`config.mk`:
```
export PLATFORM = sky130hd
export DESIGN_NAME = dcm_mul
export DESIGN_NICKNAME = d
export VERILOG_FILES = /design/src/rtl/core/dcm_pkg.sv /design/src/rtl/core/dcm_mul.sv
export SDC_FILE = /design/constraint.sdc
export NUM_CORES = 2
export LEC_CHECK = 0
export ABC_CLOCK_PERIOD_IN_PS = 6900
export BUFFER_PORTS_ARGS = -buffer_cell sky130_fd_sc_hd__buf_2
export CAP_MARGIN = 20
export CORE_ASPECT_RATIO = 2
export CORE_MARGIN = 2
export CORE_UTILIZATION = 60
export DETAILED_ROUTE_END_ITERATION = 8
export GPL_TIMING_DRIVEN = 0
export PLACE_DENSITY = 0.8
export SYNTH_ARGS = -nofsm -noshare
export SYNTH_HDL_FRONTEND = slang
export SYNTH_SLANG_ARGS = --single-unit
export TNS_END_PERCENT = 50
```
`constraint.sdc`:
```
create_clock -name clk -period 6.9 [get_ports clk]
set_clock_uncertainty 0.2 [all_clocks]
set_input_delay 0.345 -clock clk [delete_from_list [all_inputs] [get_ports clk]]
set_output_delay 0.345 -clock clk [all_outputs]
set_load 0.05 [all_outputs]
```
`src/rtl/core/dcm_pkg.sv`:
```
// Shared types, constants and helpers for the DC motor RK4 plant emulator.
package dcm_pkg;

  localparam int SIG_W     = 32;
  localparam int COEF_W    = 32;
  localparam int PROD_W    = 64;
  localparam int SAT_W     = 48;
  localparam int ACC_W     = 42;
  localparam int INC_W     = 43;
  localparam int MAG_W     = 44;
  localparam int CFG_IDX_W = 3;
  localparam int CNT_W     = 6;
  localparam int STEP_W    = 4;

  // configuration register indexes
  localparam logic [CFG_IDX_W-1:0] REG_TIME_STEP      = 3'd0;
  localparam logic [CFG_IDX_W-1:0] REG_RESISTANCE     = 3'd1;
  localparam logic [CFG_IDX_W-1:0] REG_BACK_EMF_CONST = 3'd2;
  localparam logic [CFG_IDX_W-1:0] REG_TORQUE_CONST   = 3'd3;
  localparam logic [CFG_IDX_W-1:0] REG_FRICTION_COEF  = 3'd4;
  localparam logic [CFG_IDX_W-1:0] REG_INV_INDUCTANCE = 3'd5;
  localparam logic [CFG_IDX_W-1:0] REG_INV_INERTIA    = 3'd6;

  localparam logic [COEF_W-1:0] RST_TIME_STEP      = 32'd16777;
  localparam logic [COEF_W-1:0] RST_RESISTANCE     = 32'd16777216;
  localparam logic [COEF_W-1:0] RST_BACK_EMF_CONST = 32'd167772;
  localparam logic [COEF_W-1:0] RST_TORQUE_CONST   = 32'd167772;
  localparam logic [COEF_W-1:0] RST_FRICTION_COEF  = 32'd16777;
  localparam logic [COEF_W-1:0] RST_INV_INDUCTANCE = 32'd33554432;
  localparam logic [COEF_W-1:0] RST_INV_INERTIA    = 32'd1677721600;

  localparam logic signed [SAT_W-1:0] SAT_HI = 48'sd2147483647;
  localparam logic signed [SAT_W-1:0] SAT_LO = -48'sd2147483648;

  typedef struct packed {
    logic [COEF_W-1:0] time_step;
    logic [COEF_W-1:0] resistance;
    logic [COEF_W-1:0] back_emf_const;
    logic [COEF_W-1:0] torque_const;
    logic [COEF_W-1:0] friction_coef;
    logic [COEF_W-1:0] inv_inductance;
    logic [COEF_W-1:0] inv_inertia;
  } dcm_cfg_t;

  typedef struct packed {
    logic [COEF_W-1:0]        coef;
    logic signed [SIG_W-1:0]  sig;
  } mul_req_t;

  typedef enum logic [1:0] {S_IDLE, S_RUN, S_DIV, S_DONE} state_t;

  // multiplier slots within one derivative evaluation
  typedef enum logic [2:0] {
    OP_RI, OP_KBW, OP_KTI, OP_BW, OP_LA, OP_JB, OP_DTI, OP_DTW
  } op_t;

  function automatic logic signed [SIG_W-1:0] sat32(input logic signed [SAT_W-1:0] v);
    logic signed [SIG_W-1:0] r;
    if (v > SAT_HI) begin
      r = 32'sh7FFFFFFF;
    end else if (v < SAT_LO) begin
      r = 32'sh80000000;
    end else begin
      r = v[SIG_W-1:0];
    end
    return r;
  endfunction

endpackage

```
`src/rtl/core/dcm_mul.sv`:
```
// Shared registered multiplier: unsigned Q8.24 coefficient times signed signal.
module dcm_mul import dcm_pkg::*; (
  input  logic                     clk,
  input  mul_req_t                 req,
  output logic signed [PROD_W-1:0] prod
);

  logic signed [PROD_W:0] full;

  assign full = $signed({1'b0, req.coef}) * $signed(req.sig);

  always_ff @(posedge clk) begin
    prod <= full[PROD_W-1:0];
  end

endmodule

```
==> impl_metrics.yaml, run 1 <==
global_routing:
  grt-ovfl-total: 7
  grt_pass1_wl_mm: 239
  grt_usage_pct: 56.7
  grt_max_degree: 14
  grt_pass1_vias: 34510
status:
  error: "[ERROR GRT-0116] Global routing finished with congestion. Check the congestion regions in the DRC Viewer."
  status: "aborted with a tool error"
  lastStage: "global routing (5_1_grt)"
synthesis:
  synth_top_area_cell: "fa_1"
  syn_inst: 3833
  yosysTopAreaCellShare_pct: 51.0
  synth_edf_count: 0
  yosysWarningCount: 0
  synth_cell_types: 61
  synth_area_um2: 35200
  syn_avg_cell_area_um2: 9.19
  postSynth.asyncResetShare_pct: 0
  ys_seq_area_share_pct: 3.64
  ys.flop_type: "dfxtp_1"
  syn-num-nets: 5086
  synth-seq-cells: 64
  synthTopCellsByArea: "fa_1 (51%), and2_1 (11%), ha_1 (10%), inv_1 (9.9%), nand2_1 (4.7%)"
die:
  die_h_um: 347
  initial_utilization_pct: 60.7
  pin_count: 129
  dieWidth_um: 175
  row_count: 125
clock_network:
  holdBufCountCts: 0
  htreeDepth: 3
  cts-root-buf: "clkbuf_16"
  cts_buffers: 9
  clockBufferDepth: 2
  cts.sinks: 64
placement:
  port_buffers: 128
  dp.cells: 4724
  hpwl_mm: 121
  dp_slack_ns: -2.45
  routabilityCongestion: 1.12
-- Yosys cell counts, types with 2 or more instances --
| master | number |
|---|---|
| buf_2 | 3 |
| clkbuf_1 | 212 |
| nor2_1 | 30 |
| nand2_1 | 437 |
| o21ai_0 | 17 |
| and4_1 | 5 |
| fa_1 | 897 |
| a21oi_2 | 2 |
| ha_1 | 291 |
| o21a_1 | 2 |
| xnor2_1 | 42 |
| buf_1 | 2 |
| and3_1 | 4 |
| o31ai_2 | 2 |
| o21bai_1 | 17 |
| and2_1 | 599 |
| nor2b_1 | 26 |
| a21oi_1 | 58 |
| nand4_1 | 21 |
| a41oi_1 | 3 |
| a31oi_1 | 10 |
| o31ai_1 | 3 |
| a211o_1 | 2 |
| a21boi_1 | 4 |
| xor2_1 | 20 |
| inv_1 | 927 |
| nor4_1 | 4 |
| or3_1 | 2 |
| dfxtp_1 | 64 |
| a221oi_1 | 2 |
| a221o_1 | 3 |
| nand3_1 | 10 |
| a311oi_1 | 2 |
| buf_4 | 2 |
| nor3_1 | 4 |
| a211oi_1 | 10 |
| nand2b_1 | 17 |
| o21ai_1 | 21 |
| a21o_1 | 34 |
-- layer usage --
metal,overflow,track usage [%]
met4,2,61.9
met1,0,54.3
met5,0,2.61
met2,5,84.3
met3,0,26.4
-- cell families after synthesis --
logic type | synth area share (%)
xor gates and xnor gates | 1.54
and+or+nand+nor | 17.4
DFF | 3.64
buffers and inverters | 12.2
muxes | 0.0284
AOI/OAI and AO/OA | 3.89
adders and majority gates | 61.3
-- what timing repair did --
item | in CTS
pin swaps | 104
gates resized for setup | 720
buffers inserted | 91
cloned | 2
setup endpoints to repair | 48
-- per-stage QoR --
| step | utilization, % | cell area [um2] | hold slack, ns |
|---|---|---|---|
| 3_5_place_dp | 63.9 | 37100 | 0.460 |
| 4_1_cts | 70.5 | 40900 | 0.0625 |
| 3_3_place_gp | 63.8 | 37000 | 0.447 |
| 2_1_floorplan | - | 35500 | 0.272 |
==> run 2: changes to the inputs <==
--- a/config.mk
+++ b/config.mk
@@ -5,15 +5,14 @@
 export SDC_FILE = /design/constraint.sdc
 export NUM_CORES = 2
 export LEC_CHECK = 0
-export ABC_CLOCK_PERIOD_IN_PS = 6900
+export ABC_CLOCK_PERIOD_IN_PS = 9000
 export BUFFER_PORTS_ARGS = -buffer_cell sky130_fd_sc_hd__buf_2
 export CAP_MARGIN = 20
-export CORE_ASPECT_RATIO = 2
 export CORE_MARGIN = 2
-export CORE_UTILIZATION = 60
+export CORE_UTILIZATION = 40
 export DETAILED_ROUTE_END_ITERATION = 8
 export GPL_TIMING_DRIVEN = 0
-export PLACE_DENSITY = 0.8
+export PLACE_DENSITY_LB_ADDON = 0.15
 export SYNTH_ARGS = -nofsm -noshare
 export SYNTH_HDL_FRONTEND = slang
 export SYNTH_SLANG_ARGS = --single-unit
==> constraint.sdc (replaced) <==
create_clock -name clk -period 9 [get_ports clk]
set_clock_uncertainty 0.2 [all_clocks]
set_input_delay 0.45 -clock clk [delete_from_list [all_inputs] [get_ports clk]]
set_output_delay 0.45 -clock clk [all_outputs]
set_load 0.05 [all_outputs]
==> impl_metrics.yaml, run 2 <==
sta:
  fmax_mhz: 112
  slew_viol_final: 0
  hold_viol: 0
  timing.final.ws_setup_ns: 0.109
  finalCritPeriodShare_pct: 98.8
  min_period_ns: 8.89
  setup_viol: 0
  rsz0062_at_grt: "yes"
  tightest_slew_ns: 1.22
  maxSlewHeadroom_pct: 18.6
die:
  initial_utilization_pct: 40.5
  dieArea_um2: 90500
  pin_count: 129
  die_h_um: 301
  core_um2: 87000
  dieWidth_um: 301
  row_count: 108
critical_path:
  crit_path_max_incr_delay_ns: 0.79
  cp_common_cell: "fa_1"
  cp_cell_sequence: "buf_2 > clkbuf_1 > and2_1 > fa_1 > fa_1 > fa_1 > inv_1 > fa_1 > inv_1 > fa_1 > fa_1 > fa_1 > fa_1 > ha_1 > buf_2 > and4_1 > nand4_1 > or3_1 > o22ai_2 > o21ai_1 > o21ai_1 > a41oi_1 > o41ai_2 > xor2_1"
  critPathMaxFanout: 10
  crit_type: "in -> reg"
  crit_arrival_ns: 8.94
  cp-start-kind: "input port"
  cp_slowest_cell: "clkbuf_1"
  critPathRequiredTime_ns: 9.05
  critPathCaptureType: "flop"
synthesis:
  synth_edf_count: 0
  ys_seq_area_share_pct: 3.64
  synth-seq-cells: 64
  syn_avg_cell_area_um2: 9.19
  synth_most_common_cell: "inv_1"
  yosysTopAreaCellShare_pct: 51.0
  postSynth.asyncResetShare_pct: 0
  synth_area_um2: 35200
  netlist_top_cells_count: "inv_1 (927), fa_1 (897), and2_1 (599)"
  syn_inst: 3833
  ys.flop_type: "dfxtp_1"
  synth_cell_types: 61
  syn-num-nets: 5086
  synthTopCellsByArea: "fa_1 (51%), and2_1 (11%), ha_1 (10%), inv_1 (9.9%), nand2_1 (4.7%)"
  yosysWarningCount: 0
  synth_top_area_cell: "fa_1"
finish:
  largest_reg_flops: 64
  top_register: "prod"
  stdcell_count: 5142
  fill_cells: 8957
  drive_above_1_share_pct: 4.77
  fin_nets: 5230
  areaGrowthSynthToFinish_pct: 7.13
  reg_top3: "prod (64)"
  final_common_cell: "inv_1"
  final_cell_mix: "inv_1 (927), fa_1 (897), and2_1 (599)"
  utilization_pct: 43.4
min_path:
  hold_depth: 2
  min_path_type: "in -> reg"
route:
  ant_nets: 0
  met3RoutedLength_mm: 9.15
  vias_per_cell: 5.19
  met1Wirelength_mm: 51.2
  first_pass_iters: 5
  routed-wl-met2_mm: 60.7
  top_layer: "met5"
  vias: 26681
  drt_iter0_drc: 2038
  routed_wirelength_mm: 130
  wl_per_cell_um: 25.4
  drc: 0
placement:
  port_buffers: 128
  routabilityCongestion: 0.963
  hpwl_mm: 111
  dp_slack_ns: -0.323
  dp.cells: 5119
global_routing:
  grt_pass1_wl_mm: 191
  grt_usage_pct: 29.7
  grt-ovfl-total: 0
  antenna_found_initial: 12
  grt_pass1_vias: 28315
  grt_max_degree: 12
flow_run:
  maxCapViolations: 0
clock_network:
  htreeDepth: 3
  cts.sinks: 64
  cts.reportedPaths.clkPinSlew_ns: 0.06
  cts_tree: "built"
  cts_setup_buffers: 0
  clockBufferDepth: 2
  cts_buffers: 9
  cts-root-buf: "clkbuf_16"
status:
  status: "finished clean"
==> run 2: cell counts after synthesis <==
Identical to the previous run, type by type.
==> run 2: per-layer routing <==
layer  vias to the layer above  track usage, %
met1                     13988            38.0
met4                         6            16.7
met3                       279            4.57
li1                      11358               -
met5                         -               0
met2                      1050            48.0
==> run 2: layout make-up <==
type,count,area [um2],area share (%)
Timing Repair Buffer,133,712,1.89
Sequential cell,64,1280,3.39
Antenna cell,5,12.5,0.0331
Clock buffer,11,243,0.643
Clock inverter,5,56.3,0.149
Buffer,219,876,2.32
Inverter,927,3480,9.22
Tap cell,1155,1450,3.83
Multi-Input combinational cell,2623,29600,78.5
==> run 2: critical path, delay by kind of cell <==
family          cells  cell delay [ns]
compound gates      5             1.58
simple gates        4             1.10
buf+inv             5             1.27
xor+xnor            1             0.23
fa+ha+maj           9             4.29
==> run 2: cell families (layout without fill, tap and decap cells) <==
family / after synthesis / in the layout / synth area share [%]
buffers and inverters: 1146 / 1295 / 12.2
adders and majority gates: 1188 / 1188 / 61.3
AOI/OAI and AO/OA: 207 / 207 / 3.89
DFF: 64 / 64 / 3.64
xor gates and xnor gates: 62 / 62 / 1.54
and+or+nand+nor: 1165 / 1165 / 17.4
other: 0 / 5 / 0
muxes: 1 / 1 / 0.0284
==> run 2: final timing paths <==
check / from / end
max: req[7] / prod[60]
min: req[32] / prod[0]
==> run 2: stage by stage <==
stage | setup TNS, ns | area [um2] | hold slack, ns
2_1_floorplan | 0 | 35200 | 0.377
3_3_place_gp | -1.34 | 37300 | 0.601
3_5_place_dp | -1.49 | 37400 | 0.621
4_1_cts | 0 | 37700 | 0.260
5_1_grt | -0.0239 | 37700 | 0.257
6_report | 0 | 37800 | 0.261
==> run 2: what timing repair did <==
item | in CTS | in global routing
hold buffers | 0 | 0
endpoints found under the setup margin | 0 | 9
gates resized for setup | 0 | 64
Power of run 2 is left out: the tool's default activity adds up to more than one toggle a clock period on the data nets, which glitch-free logic cannot reach.
