`src/rtl/core/dcm_pkg.sv`:
```
// Shared types, constants and helpers for the DC motor RK4 plant emulator.
package dcm_pkg;

  localparam int SIG_W     = 32;
  localparam int COEF_W    = 32;
  localparam int PROD_W    = 64;
  localparam int SAT_W     = 48;
  localparam int ACC_W     = 42;
  localparam int INC_W     = 43;
  localparam int MAG_W     = 44;
  localparam int CFG_IDX_W = 3;
  localparam int CNT_W     = 6;
  localparam int STEP_W    = 4;

  // configuration register indexes
  localparam logic [CFG_IDX_W-1:0] REG_TIME_STEP      = 3'd0;
  localparam logic [CFG_IDX_W-1:0] REG_RESISTANCE     = 3'd1;
  localparam logic [CFG_IDX_W-1:0] REG_BACK_EMF_CONST = 3'd2;
  localparam logic [CFG_IDX_W-1:0] REG_TORQUE_CONST   = 3'd3;
  localparam logic [CFG_IDX_W-1:0] REG_FRICTION_COEF  = 3'd4;
  localparam logic [CFG_IDX_W-1:0] REG_INV_INDUCTANCE = 3'd5;
  localparam logic [CFG_IDX_W-1:0] REG_INV_INERTIA    = 3'd6;

  localparam logic [COEF_W-1:0] RST_TIME_STEP      = 32'd16777;
  localparam logic [COEF_W-1:0] RST_RESISTANCE     = 32'd16777216;
  localparam logic [COEF_W-1:0] RST_BACK_EMF_CONST = 32'd167772;
  localparam logic [COEF_W-1:0] RST_TORQUE_CONST   = 32'd167772;
  localparam logic [COEF_W-1:0] RST_FRICTION_COEF  = 32'd16777;
  localparam logic [COEF_W-1:0] RST_INV_INDUCTANCE = 32'd33554432;
  localparam logic [COEF_W-1:0] RST_INV_INERTIA    = 32'd1677721600;

  localparam logic signed [SAT_W-1:0] SAT_HI = 48'sd2147483647;
  localparam logic signed [SAT_W-1:0] SAT_LO = -48'sd2147483648;

  typedef struct packed {
    logic [COEF_W-1:0] time_step;
    logic [COEF_W-1:0] resistance;
    logic [COEF_W-1:0] back_emf_const;
    logic [COEF_W-1:0] torque_const;
    logic [COEF_W-1:0] friction_coef;
    logic [COEF_W-1:0] inv_inductance;
    logic [COEF_W-1:0] inv_inertia;
  } dcm_cfg_t;

  typedef struct packed {
    logic [COEF_W-1:0]        coef;
    logic signed [SIG_W-1:0]  sig;
  } mul_req_t;

  typedef enum logic [1:0] {S_IDLE, S_RUN, S_DIV, S_DONE} state_t;

  // multiplier slots within one derivative evaluation
  typedef enum logic [2:0] {
    OP_RI, OP_KBW, OP_KTI, OP_BW, OP_LA, OP_JB, OP_DTI, OP_DTW
  } op_t;

  function automatic logic signed [SIG_W-1:0] sat32(input logic signed [SAT_W-1:0] v);
    logic signed [SIG_W-1:0] r;
    if (v > SAT_HI) begin
      r = 32'sh7FFFFFFF;
    end else if (v < SAT_LO) begin
      r = 32'sh80000000;
    end else begin
      r = v[SIG_W-1:0];
    end
    return r;
  endfunction

endpackage

```
`src/rtl/core/dcm_if.sv`:
```


interface dcm_cfg_if import dcm_pkg::*; ();
  logic                  valid;
  logic                  ready;
  logic [CFG_IDX_W-1:0]  index;
  logic [COEF_W-1:0]     data;
  modport source (output valid, index, data, input ready);
  modport sink   (input valid, index, data, output ready);
endinterface

```
`src/rtl/core/dcm_regs.sv`:
```
// Motor constant register file behind the configuration write channel.
module dcm_regs import dcm_pkg::*; (
  input  logic      clk,
  input  logic      rst,
  dcm_cfg_if.sink   cfg,
  output dcm_cfg_t  regs
);

  assign cfg.ready = 1'b1;

  always_ff @(posedge clk) begin
    if (rst) begin
      regs.time_step      <= RST_TIME_STEP;
      regs.resistance     <= RST_RESISTANCE;
      regs.back_emf_const <= RST_BACK_EMF_CONST;
      regs.torque_const   <= RST_TORQUE_CONST;
      regs.friction_coef  <= RST_FRICTION_COEF;
      regs.inv_inductance <= RST_INV_INDUCTANCE;
      regs.inv_inertia    <= RST_INV_INERTIA;
    end else if (cfg.valid) begin
      case (cfg.index)
        REG_TIME_STEP:      regs.time_step      <= cfg.data;
        REG_RESISTANCE:     regs.resistance     <= cfg.data;
        REG_BACK_EMF_CONST: regs.back_emf_const <= cfg.data;
        REG_TORQUE_CONST:   regs.torque_const   <= cfg.data;
        REG_FRICTION_COEF:  regs.friction_coef  <= cfg.data;
        REG_INV_INDUCTANCE: regs.inv_inductance <= cfg.data;
        REG_INV_INERTIA:    regs.inv_inertia    <= cfg.data;
        default: ;  // unknown index: ignored
      endcase
    end
  end

endmodule

```
`src/flat_wrapper.sv`:
```
// flat-port wrapper written by rule: the top's interface ports become plain ports
module dcm_regs_flat import dcm_pkg::*;
  (clk, rst, regs, cfg_valid, cfg_index, cfg_data, cfg_ready);
  dcm_cfg_if cfg_i ();
  input  logic clk;
  input  logic rst;
  output dcm_cfg_t regs;
  input wire logic [$bits(cfg_i.valid)-1:0] cfg_valid;
  input wire logic [$bits(cfg_i.index)-1:0] cfg_index;
  input wire logic [$bits(cfg_i.data)-1:0] cfg_data;
  output wire logic [$bits(cfg_i.ready)-1:0] cfg_ready;
  assign cfg_i.valid = cfg_valid;
  assign cfg_i.index = cfg_index;
  assign cfg_i.data = cfg_data;
  assign cfg_ready = cfg_i.ready;
  dcm_regs u_core (.clk(clk), .rst(rst), .cfg(cfg_i), .regs(regs));
endmodule
```
`config.mk`:
```
export PLATFORM = sky130hd
export DESIGN_NAME = dcm_regs_flat
export DESIGN_NICKNAME = d
export VERILOG_FILES = /design/src/rtl/core/dcm_pkg.sv /design/src/rtl/core/dcm_if.sv /design/src/rtl/core/dcm_regs.sv /design/src/flat_wrapper.sv
export SDC_FILE = /design/constraint.sdc
export NUM_CORES = 1
export LEC_CHECK = 0
export BUFFER_PORTS_ARGS = -buffer_cell sky130_fd_sc_hd__buf_2
export CELL_PAD_IN_SITES_DETAIL_PLACEMENT = 1
export CELL_PAD_IN_SITES_GLOBAL_PLACEMENT = 2
export CORE_UTILIZATION = 34
export DETAILED_ROUTE_END_ITERATION = 7
export PLACE_DENSITY = 0.89
export SETUP_SLACK_MARGIN = 0.4
export SLEW_MARGIN = 20
export SYNTH_ARGS = -nofsm -noshare
export SYNTH_HDL_FRONTEND = slang
export SYNTH_SLANG_ARGS = --single-unit
```
`constraint.sdc`:
```
create_clock -name clk -period 3.97 [get_ports clk]
set_input_delay 0.397 -clock clk [delete_from_list [all_inputs] [get_ports clk]]
set_output_delay 0.397 -clock clk [all_outputs]
set_load 0.01 [all_outputs]
```
==> impl_metrics.ini, run 1 <==
[outcome]
status = finished, final reports clean

[final_layout]
diodes = 0
utilization_pct = 43.7
nFillCells = 2864
layout_commonest_cell = buf_2
mostFrequentLayoutCells = 260 x buf_2, 224 x mux2i_1, 224 x dfxtp_1
largest_reg_flops = 224
layout.nets = 1067
final_area_um2 = 11000
regMostFlops = u_core.regs
areaGrowthSynthToFinish_pct = 26.0
final_layout_size_suffix_gt1_share_pct = 29.4
largest_registers = u_core.regs (224)

[drt]
drt_iter0_markers = 288
drtPass1Iterations = 4
ant_nets = 0
drt_wl_total_mm = 25.0
wl_per_cell_um = 18.2
vias_per_cell = 4.69
vias = 6447
drc = 0

[logic_synthesis]
syn_nets = 834
synth-seq-area-share_pct = 51.3
synth-seq-cells = 224
synth_edf_count = 0
synth-compound-area-share_pct = 0
ys_async_sr_fraction_pct = 0
ys.flop_type = dfxtp_1
synth_simple_gate_area_share_pct = 19.4
syn_inst = 796
yosysWarnings = 0
yosys.area_share.xor_xnor_pct = 0
synth_mux_area_share_pct = 25.7
synth_area_per_cell_um2 = 11.0
synth_fa_ha_area_share_pct = 0
synth_top_family_by_area = multiplexers
synth_area_um2 = 8730
synth_cell_types = 17

[min_path]
hold_path.class = in2reg
min_from = cfg_data[24]
hold_depth = 3
whs_endpoint = u_core.regs[184]

[placed_design]
gp_congestion = 0.729
place_area_um2 = 10300
portBuffers = 261
dp_hpwl_mm = 16.9

[sta]
tns_ns = 0
rsz0062_at_grt = no
fmax_ghz = 0.554
hold_viol = 0
period_needed_ns = 1.80
drv_slew = 0
finalSetupViolations = 0
skew_ns = 0
post-route-period-util_pct = 45.4
worst_pin_slew_ns = 1.02
slew_headroom_pct = 31.3

[clock_tree]
cts_buffer_depth = 3
cts_buffers = 25
hold_buffers = 0
clk_latency_ns = 0.50
htreeDepth = 1
clkSlewWorstSetupHoldPaths_ns = 0.05
numClockSinks = 224
cts_setup_buffers = 0
root_buffer = clkbuf_16
cts_repair_resize_count = 0
cts_tree = done

[global_route]
gr-total-overflow = 0
antenna_found_initial = 1
grt_pass1_wl_mm = 38.6
grt_max_degree = 106
grtUsageTotal_pct = 18.5
grt_pass1_vias = 6697

[worst_setup_path]
reg2reg_slack_ns = 3.24
arrival_ns = 2.18
rr_endpoint = u_core.regs[59]
r2r_start = u_core.regs[59]
worstSetupEndpointType = register
path_class = in2reg
cp.required_ns = 4.34
start_kind = input port
path_max_fanout = 12
rr_worst_depth = 2

[power]
leakage_nw = 5.69
powerDensity_nw_per_um2 = 431
irDropWorstVdd_v = 0.000255

[job]
maxCapViolCount = 0

[die]
die-height_um = 162
io_pins = 263
rows = 58
core_region_area_um2 = 25200
start_util_pct = 34.7
die_area_um2 = 26300
floorplan.die.width_um = 162
==> routing by layer <==
metal / vias to the layer above / global-route usage (%) / routed length [um]
met5: - / 0 / 0
met4: 0 / 4.25 / 540
met1: 3142 / 23.0 / 10800
li1: 3081 / - / -
met3: 32 / 4.98 / 1690
met2: 192 / 31.8 / 12000
==> power by group <==
part | switching [mW] | leakage, nW | internal [mW]
clock | 0.890 | 0.354 | 1.19
combinational | 0.192 | 3.52 | 0.145
sequential | 0.0259 | 1.81 | 2.30
==> worst max-delay path by stage <==
stage                 start               end  slack, ns  depth (start not counted)
2_1_floorplan  cfg_index[0]  u_core.regs[213]       2.42                          5
3_3_place_gp      cfg_valid   u_core.regs[42]       1.70                          4
3_5_place_dp      cfg_valid   u_core.regs[41]       1.56                          4
4_1_cts           cfg_valid   u_core.regs[41]       2.14                          4
5_1_grt           cfg_valid   u_core.regs[41]       2.03                          4
6_report          cfg_valid   u_core.regs[44]       2.17                          4
==> layout make-up <==
| class | count | area [um^2] | area share, % |
|---|---|---|---|
| repair buffers | 268 | 1390 | 12.6 |
| flip-flops and latches | 224 | 4480 | 40.8 |
| multi-input cells | 510 | 4000 | 36.3 |
| well taps | 330 | 413 | 3.75 |
| clock inverters | 5 | 25.0 | 0.227 |
| clock buffers | 37 | 691 | 6.28 |
==> cell usage after synthesis (all sizes together), types with 2 or more instances <==
| library cell | n | area (um^2) |
|---|---|---|
| nand4b | 3 | 26.3 |
| clkbuf | 32 | 120 |
| nand4bb | 3 | 33.8 |
| nand2b | 221 | 1380 |
| dfxtp | 224 | 4480 |
| mux2i | 224 | 2240 |
| and4b | 2 | 20.0 |
| buf | 30 | 186 |
| nor2 | 53 | 199 |
==> per-stage QoR <==
stage	power, mW	setup slack (ns)	hold slack (ns)	instances
3_3_place_gp	2.71	1.70	0.455	1332
4_1_cts	4.82	2.14	0.153	1374
6_report	4.74	2.17	0.177	1374
2_1_floorplan	2.58	2.42	0.493	796
5_1_grt	4.93	2.03	0.175	1374
3_5_place_dp	2.72	1.56	0.463	1332
==> cell families after synthesis <==
kind of cell	Yosys count
DFF	224
buffers and inverters	62
and+or+nand+nor	285
other	1
muxes	224
==> worst max-delay path: stages <==
cell	delay (ns)
buf_2	0.24
nand4b_1	0.84
buf_4	0.54
mux2i_1	0.15
(Power assumes the default switching activity.)
==> run 2: changes to the inputs <==
ABC_AREA = 1   (was default)
CORE_UTILIZATION = 25   (was 34)
PLACE_DENSITY = 0.81   (was 0.89)
clock period = 1.6 ns   (was 3.97 ns; I/O delays follow)
==> run 2 against run 1 <==
First-iteration DRC count rose by 66%. Design area up 11%. Total power grew to 2.9 times the previous value. Sequential power increased to 2.6 times the previous value. Largest cell class unchanged.
==> impl_metrics.ini, run 2 <==
[worst_setup_path]
crit_chain = buf_2
start_kind = register
cp.required_ns = 1.44
arrival_ns = 1.01
path_class = reg2out
cp_top_family = flip-flops
path_buf_inv = 1
worstSetupEndpointType = output port
cp_slowest_cell = dfxtp_1
path_max_fanout = 2
cpPeakStageDelay_ns = 0.35

[drt]
vias = 8908
ant_nets = 0
wl_per_cell_um = 18.3
vias_per_cell = 4.55
drtPass1Iterations = 5
drt_wl_total_mm = 35.8
drc = 0
drt_iter0_markers = 477

[min_path]
hold_path.class = in2reg

[sta]
finalSetupViolations = 0
drv_slew = 0
slew_headroom_pct = 64.0
post-route-period-util_pct = 73.3
rsz0062_at_grt = yes
fmax_ghz = 0.853
fin_ws_ns = 0.427
hold_viol = 0
tns_ns = 0
period_needed_ns = 1.17
worst_pin_slew_ns = 0.540
skew_ns = 0

[power]
seqPwrFrac_pct = 43.4
p_sw_mw = 3.53
powerDensity_nw_per_um2 = 1120
p_clk_share_pct = 45.6
swShare_pct = 25.8
pwr-share-comb_pct = 11.0
p_int_mw = 10.1
irDropWorstVdd_v = 0.000708
leakage_nw = 5.74
fin_total_pwr_mw = 13.7

[global_route]
grt_pass1_wl_mm = 54.0
gr-total-overflow = 0
grt_pass1_vias = 8979
grt_max_degree = 65
grtUsageTotal_pct = 19.7
antenna_found_initial = 1

[placed_design]
gp_congestion = 0.762
place_area_um2 = 10700
dp_worst_setup_slack_ns = 0.256
dp_hpwl_mm = 23.9
portBuffers = 261
dp_cells = 1890

[clock_tree]
cts_tree = done
htreeDepth = 1
numClockSinks = 224
clk_latency_ns = 0.53
clkSlewWorstSetupHoldPaths_ns = 0.06
cts_buffers = 27
cts_buffer_depth = 3
root_buffer = clkbuf_16

[die]
start_util_pct = 25.7
core_region_area_um2 = 33900
io_pins = 263
rows = 67
floorplan.die.width_um = 189
die_area_um2 = 35600
die-height_um = 189

[logic_synthesis]
yosysMostFrequentCell = nor2_1
synth_edf_count = 0
syn_nets = 1271
yosysTopAreaCell = dfxtp_1
synth_area_um2 = 8700
yosys-top-cells-area = dfxtp_1 52%, nor2_1 16%, nand3_1 13%
ys.flop_type = dfxtp_1
synth.cells.most_frequent = 379 x nor2_1, 267 x nand2_1, 224 x dfxtp_1, 224 x nand3_1, 46 x buf_2
synth_area_per_cell_um2 = 7.06
synth_cell_types = 15
synth_top_area_share_pct = 51.5
synth-seq-area-share_pct = 51.5
yosysWarnings = 0
ys_async_sr_fraction_pct = 0
syn_inst = 1233
synth-seq-cells = 224

[final_layout]
instances_no_fill = 1959
areaGrowthSynthToFinish_pct = 40.6
regMostFlops = u_core.regs
final_layout_size_suffix_gt1_share_pct = 33.2
layout_commonest_cell = nor2_1
largest_reg_flops = 224
multi_input_area_um2 = 3690
largest_registers = u_core.regs (224)
layout.nets = 1530
final_area_um2 = 12200
mostFrequentLayoutCells = 378 x nor2_1, 267 x nand2_1, 224 x nand3_1
seq_area_um2 = 4670
nFillCells = 4225

[job]
maxCapViolCount = 0

[outcome]
status = finished, final reports clean
## run 2: changes by cell type in the layout (fill, tap and decap cells not counted), moves of 53 or more
cell | previous run | this run
buf_2 | 260 | 207
dfxtp_1 | 224 | 78
dfxtp_2 | 0 | 145
mux2i_1 | 224 | 0
nand2_1 | 0 | 267
nand2b_1 | 221 | 0
nand3_1 | 0 | 224
nor2_1 | 53 | 378
## run 2: logic make-up (layout without fill, tap and decap cells)
| group | Yosys count | after routing | share of synthesized area [%] |
|---|---|---|---|
| other | 1 | 2 | 0.0431 |
| AOI/OAI and AO/OA | 1 | 1 | 0.0575 |
| and+or+nand+nor | 883 | 883 | 41.8 |
| buffers and inverters | 124 | 401 | 6.57 |
| DFF | 224 | 224 | 51.5 |
## run 2: area by class of cell
class | count | share of cell area, %
antenna | 1 | 0.0204
timing repair buffer | 315 | 18.5
clock buffer | 37 | 6.24
multi-input combinational | 885 | 30.1
clock inverter | 10 | 1.06
sequential | 224 | 38.2
inverter | 39 | 1.25
tap | 448 | 4.58
## run 2: timing repair
item | in CTS | in global routing
hold endpoints to repair | 41 | 0
resized for setup | 99 | 103
setup endpoints to repair | 87 | 96
setup buffers | 0 | 2
hold buffers | 19 | 0
## run 2: path summary, 6_finish.rpt
path                          from          endpoint  slack, ns  depth (start not counted)
setup reg to reg  u_core.regs[223]  u_core.regs[223]       0.88                          3
setup / recovery  u_core.regs[122]         regs[122]       0.43                          1
hold / removal        cfg_data[13]   u_core.regs[13]       0.10                          5
hold reg to reg   u_core.regs[107]  u_core.regs[107]       0.45                          2
## run 2: through the flow
stage               util (%)  hold slack [ns]
detailed placement      31.5            0.406
global placement        31.5            0.400
CTS                     35.3           0.0779
finish                  36.1            0.100
global route            36.1            0.144
floorplan                  -            0.273
## run 2: routing by layer
layer / global-route usage (%) / share of wire (%) / up-vias
li1: - / - / 4359
met1: 25.7 / 45 / 4294
met2: 33.2 / 48 / 212
met3: 4.12 / 5.4 / 43
met4: 4.59 / 2.0 / 0
met5: 0 / 0 / -
## run 2: power by group through the flow
stage                     combinational (mW)  sequential, mW  clock, mW
after floorplan                        0.695            6.08          0
after global placement                  1.41            6.02          0
after detailed placement                1.44            6.02          0
after CTS                               1.49            5.92       6.40
after global routing                    1.67            5.95       6.64
final                                   1.50            5.93       6.23
