--- src/rtl/core/dcm_pkg.sv ---
// Shared types, constants and helpers for the DC motor RK4 plant emulator.
package dcm_pkg;

  localparam int SIG_W     = 32;
  localparam int COEF_W    = 32;
  localparam int PROD_W    = 64;
  localparam int SAT_W     = 48;
  localparam int ACC_W     = 42;
  localparam int INC_W     = 43;
  localparam int MAG_W     = 44;
  localparam int CFG_IDX_W = 3;
  localparam int CNT_W     = 6;
  localparam int STEP_W    = 4;

  // configuration register indexes
  localparam logic [CFG_IDX_W-1:0] REG_TIME_STEP      = 3'd0;
  localparam logic [CFG_IDX_W-1:0] REG_RESISTANCE     = 3'd1;
  localparam logic [CFG_IDX_W-1:0] REG_BACK_EMF_CONST = 3'd2;
  localparam logic [CFG_IDX_W-1:0] REG_TORQUE_CONST   = 3'd3;
  localparam logic [CFG_IDX_W-1:0] REG_FRICTION_COEF  = 3'd4;
  localparam logic [CFG_IDX_W-1:0] REG_INV_INDUCTANCE = 3'd5;
  localparam logic [CFG_IDX_W-1:0] REG_INV_INERTIA    = 3'd6;

  localparam logic [COEF_W-1:0] RST_TIME_STEP      = 32'd16777;
  localparam logic [COEF_W-1:0] RST_RESISTANCE     = 32'd16777216;
  localparam logic [COEF_W-1:0] RST_BACK_EMF_CONST = 32'd167772;
  localparam logic [COEF_W-1:0] RST_TORQUE_CONST   = 32'd167772;
  localparam logic [COEF_W-1:0] RST_FRICTION_COEF  = 32'd16777;
  localparam logic [COEF_W-1:0] RST_INV_INDUCTANCE = 32'd33554432;
  localparam logic [COEF_W-1:0] RST_INV_INERTIA    = 32'd1677721600;

  localparam logic signed [SAT_W-1:0] SAT_HI = 48'sd2147483647;
  localparam logic signed [SAT_W-1:0] SAT_LO = -48'sd2147483648;

  typedef struct packed {
    logic [COEF_W-1:0] time_step;
    logic [COEF_W-1:0] resistance;
    logic [COEF_W-1:0] back_emf_const;
    logic [COEF_W-1:0] torque_const;
    logic [COEF_W-1:0] friction_coef;
    logic [COEF_W-1:0] inv_inductance;
    logic [COEF_W-1:0] inv_inertia;
  } dcm_cfg_t;

  typedef struct packed {
    logic [COEF_W-1:0]        coef;
    logic signed [SIG_W-1:0]  sig;
  } mul_req_t;

  typedef enum logic [1:0] {S_IDLE, S_RUN, S_DIV, S_DONE} state_t;

  // multiplier slots within one derivative evaluation
  typedef enum logic [2:0] {
    OP_RI, OP_KBW, OP_KTI, OP_BW, OP_LA, OP_JB, OP_DTI, OP_DTW
  } op_t;

  function automatic logic signed [SIG_W-1:0] sat32(input logic signed [SAT_W-1:0] v);
    logic signed [SIG_W-1:0] r;
    if (v > SAT_HI) begin
      r = 32'sh7FFFFFFF;
    end else if (v < SAT_LO) begin
      r = 32'sh80000000;
    end else begin
      r = v[SIG_W-1:0];
    end
    return r;
  endfunction

endpackage

--- src/rtl/core/dcm_div6.sv ---
// Floor division by six of a signed word, four quotient bits per cycle.
module dcm_div6 import dcm_pkg::*; (
  input  logic                    clk,
  input  logic                    rst,
  input  logic                    start,
  input  logic signed [INC_W-1:0] value,
  output logic                    done,
  output logic signed [INC_W-1:0] quot
);

  localparam logic [STEP_W-1:0] LAST_STEP = STEP_W'(MAG_W / 4 - 1);

  logic              busy;
  logic              neg;
  logic [STEP_W-1:0] step;
  logic [MAG_W-1:0]  work, work_next;
  logic [2:0]        rem, rem_next;
  logic signed [MAG_W-1:0] vx;
  logic [MAG_W-1:0]  mag;

  assign vx  = MAG_W'(value);
  // floor for negatives: -ceil(|v|/6) = -((|v|+5) div 6)
  assign mag = vx[MAG_W-1] ? MAG_W'(-vx + 44'sd5) : MAG_W'(vx);

  always_comb begin
    logic [3:0] r;
    work_next = work;
    rem_next  = rem;
    for (int k = 0; k < 4; k++) begin
      r = {rem_next, work_next[MAG_W-1]};
      work_next = {work_next[MAG_W-2:0], 1'b0};
      if (r >= 4'd6) begin
        rem_next     = 3'(r - 4'd6);
        work_next[0] = 1'b1;
      end else begin
        rem_next = r[2:0];
      end
    end
  end

  always_ff @(posedge clk) begin
    if (rst) begin
      busy <= 1'b0;
      done <= 1'b0;
      step <= '0;
    end else begin
      done <= 1'b0;
      if (start) begin
        busy <= 1'b1;
        step <= '0;
      end else if (busy) begin
        step <= step + 1'b1;
        if (step == LAST_STEP) begin
          busy <= 1'b0;
          done <= 1'b1;
        end
      end
    end
  end

  always_ff @(posedge clk) begin
    if (start) begin
      work <= mag;
      rem  <= '0;
      neg  <= vx[MAG_W-1];
    end else if (busy) begin
      work <= work_next;
      rem  <= rem_next;
    end
  end

  assign quot = neg ? -$signed(INC_W'(work)) : $signed(INC_W'(work));

endmodule

--- config.mk ---
export PLATFORM = sky130hd
export DESIGN_NAME = dcm_div6
export DESIGN_NICKNAME = d
export VERILOG_FILES = /design/src/rtl/core/dcm_pkg.sv /design/src/rtl/core/dcm_div6.sv
export SDC_FILE = /design/constraint.sdc
export NUM_CORES = 1
export LEC_CHECK = 0
export ABC_AREA = 1
export BUFFER_PORTS_ARGS = -buffer_cell sky130_fd_sc_hd__buf_2
export CAP_MARGIN = 20
export CORE_MARGIN = 3
export CORE_UTILIZATION = 52
export DETAILED_ROUTE_END_ITERATION = 10
export PLACE_DENSITY = 0.78
export SLEW_MARGIN = 20
export SYNTH_ARGS = -nofsm -noshare
export SYNTH_HDL_FRONTEND = slang
export SYNTH_SLANG_ARGS = --single-unit
--- constraint.sdc ---
create_clock -name clk -period 1.8 [get_ports clk]
set_clock_uncertainty 0.05 [all_clocks]
set_input_delay 0.18 -clock clk [delete_from_list [all_inputs] [get_ports clk]]
set_output_delay 0.18 -clock clk [all_outputs]
set_load 0.02 [all_outputs]
==> flow_summary.yaml, run 1 <==
status:
  run_status: "finished with violations"
  violations: "setup timing"
routing:
  drt_first_iter_violations: 664
  detailedRoute.firstPassIterationCount: 6
  routed_wire_length_on_met2_um: 9540
  average_wire_length_per_cell_after_detail_routing_um: 20.2
  routed_length_on_met3_um: 2470
  detail_route.wirelength_um: 20700
  post-route-drc-count: 0
  num_vias: 6297
  wl_met1_um: 7370
  top_layer_used: "met4"
  route.antenna.remaining_nets: 0
  vias_per_cell: 6.12
cells_and_area:
  number_of_nets_in_the_final_layout: 970
  postLayoutCoreUtil_pct: 81.8
  synthToLayoutAreaGrowth_pct: 50.5
  layout.cell_area.non_filler_um2: 7270
  final_layout_size_suffix_gt1_share_pct: 41.0
  fillers: 527
  antenna_cells_inserted: 0
placement:
  postPlaceCellArea_um2: 6300
  count_of_input_and_output_buffers: 89
  place_congestion: 1.02
  dp_slack_ns: -0.260
  detailedPlacementHpwl_um: 12500
floorplanning:
  floorplan.die.width_um: 102
  io_pins: 90
  std_cell_rows: 34
  floorplan.core_area_um2: 8890
  start_util_pct: 54.4
  die_area_um2: 10500
  floorplan.die.height_um: 102
timing:
  finalHoldViolations: 0
  holdWs_ns: 0.181
  slew_headroom_pct: 70.0
  rsz_0062_raised_after_global_routing: "true"
  part_of_the_cycle_the_worst_path_needs_pct: 140
  timing_worst_slew_pin_value_ns: 0.450
  fin_crit_ns: 2.53
  timing.fmax_mhz: 396
  final_setup_margin_ns: -0.726
  setup_viol: 44
  slew_violations: 0
power_and_ir_drop:
  leakagePower_nw: 3.36
  power_density_nw_per_um2: 694
  finalPower_mw: 5.05
  vdd.ir_drop.worst_v: 0.000406
grt:
  vias_in_the_first_global_route: 5671
  grt_usage_pct: 34.0
  antenna_found_initial: 0
  grt_overflow: 0
  grt_pass1_wl_um: 27800
  grt_start_max_net_pins: 35
clock_tree:
  cts-htree-levels: 2
  numCtsBuffers: 5
  clk_path_buf_depth: 2
  clk_latency_ns: 0.32
  root_buffer: "sky130_fd_sc_hd__clkbuf_8"
  cts_tree: "done"
  path_clk_slew_ns: 0.11
  cts.sink_count: 54
critical_path:
  path_class: "register to output pin"
  path_delay_family: "simple AND/OR/NAND/NOR gates"
  worst_path_largest_cell_delay_ns: 0.47
  cp_max_fo: 3
  path_buf_inv: 4
  critical_path.endpoint_type: "output pin"
  path_depth: 10
  cp_launch_type: "register"
  timing.reg2reg.worst_path_depth: 11
  critical_path.cell_chain: "nor2_2, inv_2, nor2_4, buf_4, nand3_4, nor2_4, inv_2, o21ai_2, xor2_1, buf_4"
  critical_path_required_ns: 1.57
  crit_slowest_cell: "sky130_fd_sc_hd__edfxtp_1"
  worstPathArrival_ns: 2.30
synth:
  netlist_top_cells_area: "sky130_fd_sc_hd__edfxtp_1 28%, sky130_fd_sc_hd__nand2_1 13%, sky130_fd_sc_hd__xor2_1 10%, sky130_fd_sc_hd__inv_1 7.5%, sky130_fd_sc_hd__nor2_1 5.9%"
  yosysWarningCount: 0
  synth_edf_count: 45
  synth_largest_type_area_fraction_pct: 28.0
  synthDistinctLibCells: 42
  synth_xor_xnor_area_share_pct: 11.4
  synth-main-ff-cell: "sky130_fd_sc_hd__edfxtp_1"
  synth-compound-area-share_pct: 10.8
  synthesis.area_um2: 4830
  post_synth_fa_ha_maj_area_fraction_pct: 1.04
  yosys.area_share.simple_pct: 35.4
  synth-seq-area-share_pct: 31.7
  post_synth_inst_count: 702
  synth_top_family_by_area: "simple AND/OR/NAND/NOR gates"
  netlist.top_cell.by_area: "sky130_fd_sc_hd__edfxtp_1"
  synth_area_per_cell_um2: 6.89
  synth_seq_cells: 54
  async_reset_ff_share_pct: 0
  syn-num-nets: 752
  yosys-mux-area-fraction_pct: 0
job:
  max_cap_violations: 0
min_path:
  hold_class: "primary input to register"
  min_path_cells: 4
-- flip-flops by register name, indices dropped and copies added, names as in the netlist --
register and flops:
done 1, rem 3, work 44, neg 1, busy 1, step 4
-- layout make-up --
class	count	area, µm²	area share [%]
multi-input cells	527	3370	46.3
repair buffers	232	1750	24.0
flip-flops and latches	54	1540	21.1
inverters	100	379	5.21
well taps	108	135	1.86
clock buffers	6	72.6	0.998
clock inverters	2	37.5	0.516
-- metal layers --
metal,track usage [%],up-vias
li1,-,2713
met1,43.0,2854
met2,57.8,570
met3,5.73,160
met4,13.6,0
met5,0,-
-- tightest hold or removal path, cell delays in order --
cell                      delay, ns
sky130_fd_sc_hd__buf_2         0.10
sky130_fd_sc_hd__nand2_1       0.05
sky130_fd_sc_hd__nand3_1       0.05
sky130_fd_sc_hd__o21ai_0       0.06
-- path summary, 6_finish.rpt --
path / start / end / slack, ns
hold / removal: value[41] / work[41]$_DFFE_PP_ / 0.18
setup reg to reg: rem[0]$_SDFFE_PP0P_ / work[0]$_DFFE_PP_ / 0.06
setup / recovery: work[12]$_DFFE_PP_ / quot[19] / -0.73
hold reg to reg: rem[1]$_SDFFE_PP0P_ / rem[1]$_SDFFE_PP0P_ / 0.44
-- logic make-up (layout without fill, tap and decap cells) --
logic type               count (synthesis)  in the layout
buffers and inverters                  121            340
XOR/XNOR                                63             63
AND/OR/NAND/NOR                        371            371
AO/OA/AOI/OAI                           89             89
flip-flops                              54             54
adder cells (fa/ha/maj)                  4              4
-- stage by stage --
step,cells,TNS [ns]
6_report,1029,-19.88
4_1_cts,1017,-14.07
2_1_floorplan,702,-0.260
3_3_place_gp,993,-5.38
3_5_place_dp,993,-8.72
5_1_grt,1029,-22.77
-- power breakdown --
part	switching (mW)	internal (mW)
registers	0.140	1.53
logic	1.45	1.06
clock network	0.448	0.416
-- cells in the mapped netlist, types with 2 or more instances --
| library cell | n |
|---|---|
| sky130_fd_sc_hd__nand3b_1 | 2 |
| sky130_fd_sc_hd__o211ai_1 | 7 |
| sky130_fd_sc_hd__dfxtp_1 | 9 |
| sky130_fd_sc_hd__nor4_1 | 3 |
| sky130_fd_sc_hd__clkbuf_1 | 11 |
| sky130_fd_sc_hd__nand3_2 | 6 |
| sky130_fd_sc_hd__buf_1 | 3 |
| sky130_fd_sc_hd__o21ai_0 | 47 |
| sky130_fd_sc_hd__xnor2_1 | 6 |
| sky130_fd_sc_hd__edfxtp_1 | 45 |
| sky130_fd_sc_hd__nor2_1 | 76 |
| sky130_fd_sc_hd__nand2_1 | 161 |
| sky130_fd_sc_hd__a31oi_1 | 3 |
| sky130_fd_sc_hd__nor3_1 | 13 |
| sky130_fd_sc_hd__buf_2 | 6 |
| sky130_fd_sc_hd__nor2_4 | 2 |
| sky130_fd_sc_hd__ha_1 | 4 |
| sky130_fd_sc_hd__inv_2 | 2 |
| sky130_fd_sc_hd__o21ai_2 | 5 |
| sky130_fd_sc_hd__or2_2 | 5 |
| sky130_fd_sc_hd__nor2_2 | 11 |
| sky130_fd_sc_hd__nand2_2 | 4 |
| sky130_fd_sc_hd__nand4_1 | 26 |
| sky130_fd_sc_hd__xor2_1 | 57 |
| sky130_fd_sc_hd__o21ai_1 | 7 |
| sky130_fd_sc_hd__nor3_2 | 2 |
| sky130_fd_sc_hd__a21oi_1 | 12 |
| sky130_fd_sc_hd__nand3_1 | 56 |
| sky130_fd_sc_hd__o21ai_4 | 2 |
| sky130_fd_sc_hd__inv_1 | 97 |
-- layout by cell type, fill, tap and decap left out, drive strengths merged, types with 2 or more instances in the layout --
master    synthesis  routed
a21oi            13      13
a31oi             3       3
buf              10     231
clkbuf           11       6
clkinvlp          0       2
dfxtp             9       9
edfxtp           45      45
ha                4       4
inv              99      99
nand2           165     165
nand3            62      62
nand3b            2       2
nand4            27      27
nor2             89      89
nor3             16      16
nor4              3       3
o211ai            7       7
o21ai            61      61
or2               6       6
xnor2             6       6
xor2             57      57
-- repair_timing --
action,4_1_cts,5_1_grt
pin swaps,40,43
hold buffers,1,0
setup buffers,16,14
endpoints found under the hold margin,1,0
setup endpoints to repair,40,52
resized for setup,106,85
Note: power is estimated with default switching activity, not from simulation.
==> run 2, diff against run 1 <==
--- a/config.mk
+++ b/config.mk
@@ -9,9 +9,10 @@
 export BUFFER_PORTS_ARGS = -buffer_cell sky130_fd_sc_hd__buf_2
 export CAP_MARGIN = 20
 export CORE_MARGIN = 3
-export CORE_UTILIZATION = 52
+export CORE_UTILIZATION = 60
 export DETAILED_ROUTE_END_ITERATION = 10
-export PLACE_DENSITY = 0.78
+export PLACE_DENSITY = 0.85
+export RECOVER_POWER = 25
 export SLEW_MARGIN = 20
 export SYNTH_ARGS = -nofsm -noshare
 export SYNTH_HDL_FRONTEND = slang
==> constraint.sdc (replaced) <==
create_clock -name clk -period 3.1 [get_ports clk]
set_clock_uncertainty 0.05 [all_clocks]
set_input_delay 0.31 -clock clk [delete_from_list [all_inputs] [get_ports clk]]
set_output_delay 0.31 -clock clk [all_outputs]
set_load 0.02 [all_outputs]
==> flow_summary.yaml, run 2 (synthesis results as in run 1) <==
timing:
  rsz_0062_raised_after_global_routing: "false"
  part_of_the_cycle_the_worst_path_needs_pct: 89.2
  holdWs_ns: 0.109
  finalHoldViolations: 0
  setup_viol: 0
  slew_violations: 37
  slew_headroom_pct: -20.0
  timing.fmax_mhz: 361
  fin_crit_ns: 2.77
  sum_of_negative_setup_slack_ns: 0
  timing_worst_slew_pin_value_ns: 1.80
cells_and_area:
  final_layout_size_suffix_gt1_share_pct: 17.5
  synthToLayoutAreaGrowth_pct: 13.5
  max_flop_register: "work"
  antenna_cells_inserted: 0
  largest_registers_in_the_final_layout: "work: 44 flops, step: 4 flops, rem: 3 flops"
  number_of_nets_in_the_final_layout: 832
  most_frequent_cells_in_the_layout: "161 x sky130_fd_sc_hd__nand2_1, 97 x sky130_fd_sc_hd__inv_1, 85 x sky130_fd_sc_hd__buf_2"
  layout_commonest_cell: "sky130_fd_sc_hd__nand2_1"
  largest_register_ff_count: 44
power_and_ir_drop:
  comb_power_share_pct: 36.1
  power_density_nw_per_um2: 438
  p_sw_mw: 0.916
  finalPower_mw: 2.40
  clock_power_share_pct: 23.5
  swShare_pct: 38.1
  power_frac_seq_pct: 40.5
  leakagePower_nw: 2.53
  vdd.ir_drop.worst_v: 0.000220
  p_int_mw: 1.49
clock_tree:
  root_buffer: "sky130_fd_sc_hd__clkbuf_8"
  cts_tree: "done"
  hold_buffers: 0
  post_cts_buffers: 0
  clk_path_buf_depth: 2
  cts.sink_count: 54
  numCtsBuffers: 5
  cts-htree-levels: 2
  clk_latency_ns: 0.31
  post_cts_resized: 0
  path_clk_slew_ns: 0.10
critical_path:
  timing.reg2reg.setup_slack_ns: 1.24
  cell_occurring_most_often_along_the_worst_timing_path: "sky130_fd_sc_hd__nand2_1"
  cp_max_fo: 5
  worstPathArrival_ns: 2.41
  critical_path.endpoint_type: "output pin"
  critical_path_required_ns: 2.74
  path_class: "register to output pin"
  crit_slowest_cell: "sky130_fd_sc_hd__edfxtp_1"
  worst_setup_path_start: "work[0]$_DFFE_PP_"
  worst_path_largest_cell_delay_ns: 0.43
  worst_r2r_endpoint: "work[27]$_DFFE_PP_"
  timing.reg2reg.worst_path_depth: 3
  cp_launch_type: "register"
  timing.rr.start: "busy$_SDFF_PP0_"
  worstSetupEndpoint: "quot[32]"
  critical_path.cell_chain: "inv_1, ha_1, nand3_2, nor3_4, nand4_1, o21ai_2, o21ai_1, nand2_1, nand2_1, buf_2"
routing:
  post-route-drc-count: 0
  num_vias: 5152
  detailedRoute.firstPassIterationCount: 5
  detail_route.wirelength_um: 13500
  vias_per_cell: 5.82
  drt_first_iter_violations: 508
  average_wire_length_per_cell_after_detail_routing_um: 15.3
  route.antenna.remaining_nets: 0
floorplanning:
  io_pins: 90
  die_area_um2: 9170
  std_cell_rows: 32
  floorplan.die.height_um: 95.8
  floorplan.die.width_um: 95.8
  start_util_pct: 62.2
  floorplan.core_area_um2: 7770
grt:
  grt_usage_pct: 29.7
  vias_in_the_first_global_route: 4714
  grt_pass1_wl_um: 21700
  grt_start_max_net_pins: 52
  grt_overflow: 0
  antenna_found_initial: 0
placement:
  count_of_input_and_output_buffers: 89
  place_congestion: 0.947
  detailedPlacementHpwl_um: 10500
min_path:
  hold_class: "primary input to register"
job:
  max_cap_violations: 1
status:
  violations: "capacitance limit, slew limit"
  run_status: "finished with violations"
==> run 2: critical path: cells and delay by family (launching register included) <==
| family | cells | cell delay [ns] |
|---|---|---|
| compound gates | 2 | 0.42 |
| flops | 1 | 0.43 |
| fa+ha+maj | 1 | 0.19 |
| simple gates | 5 | 0.78 |
| buf+inv | 2 | 0.26 |
==> run 2: area by class of cell <==
class	instances	area (µm²)
multi-input combinational	527	2840
inverter	100	375
sequential	54	1530
clock inverter	3	63.8
fill	674	2280
clock buffer	5	68.8
tap	102	128
timing repair buffer	94	480
==> run 2: metal layers <==
metal	GRT usage (%)	up-vias	part of all wire, %
met2	50.0	331	48
li1	-	2449	-
met1	40.0	2340	40
met4	8.89	0	2.2
met5	0	-	0
met3	3.44	32	10
==> run 2: power by group through the flow <==
stage	Combinational (mW)	Sequential (mW)	Clock, mW
floorplan	0.596	0.957	0
global placement	0.833	0.980	0
detailed placement	0.856	0.985	0
CTS	0.860	0.969	0.561
global route	0.953	0.981	0.593
finish	0.867	0.973	0.565
==> run 2: how the worst min path moves through the flow <==
stage                             start                  end  slack, ns  depth (start not counted)
floorplan                           rst      busy$_SDFF_PP0_       0.33                          1
global placement                    rst      busy$_SDFF_PP0_       0.43                          2
detailed placement  rem[1]$_SDFFE_PP0P_  rem[1]$_SDFFE_PP0P_       0.44                          2
CTS                                 rst      busy$_SDFF_PP0_       0.11                          2
global route                        rst      busy$_SDFF_PP0_       0.11                          2
finish                              rst      busy$_SDFF_PP0_       0.11                          2
==> run 2: per-stage QoR <==
stage / setup slack (ns) / cell area, µm² / std cells / utilization [%]
CTS: 0.403 / 5500 / 885 / 70.8
finish: 0.333 / 5480 / 885 / 70.6
global placement: 0.885 / 5370 / 877 / 69.1
global route: 0.177 / 5480 / 885 / 70.6
floorplan: 0.993 / 4830 / 702 / -
detailed placement: 0.808 / 5370 / 877 / 69.1
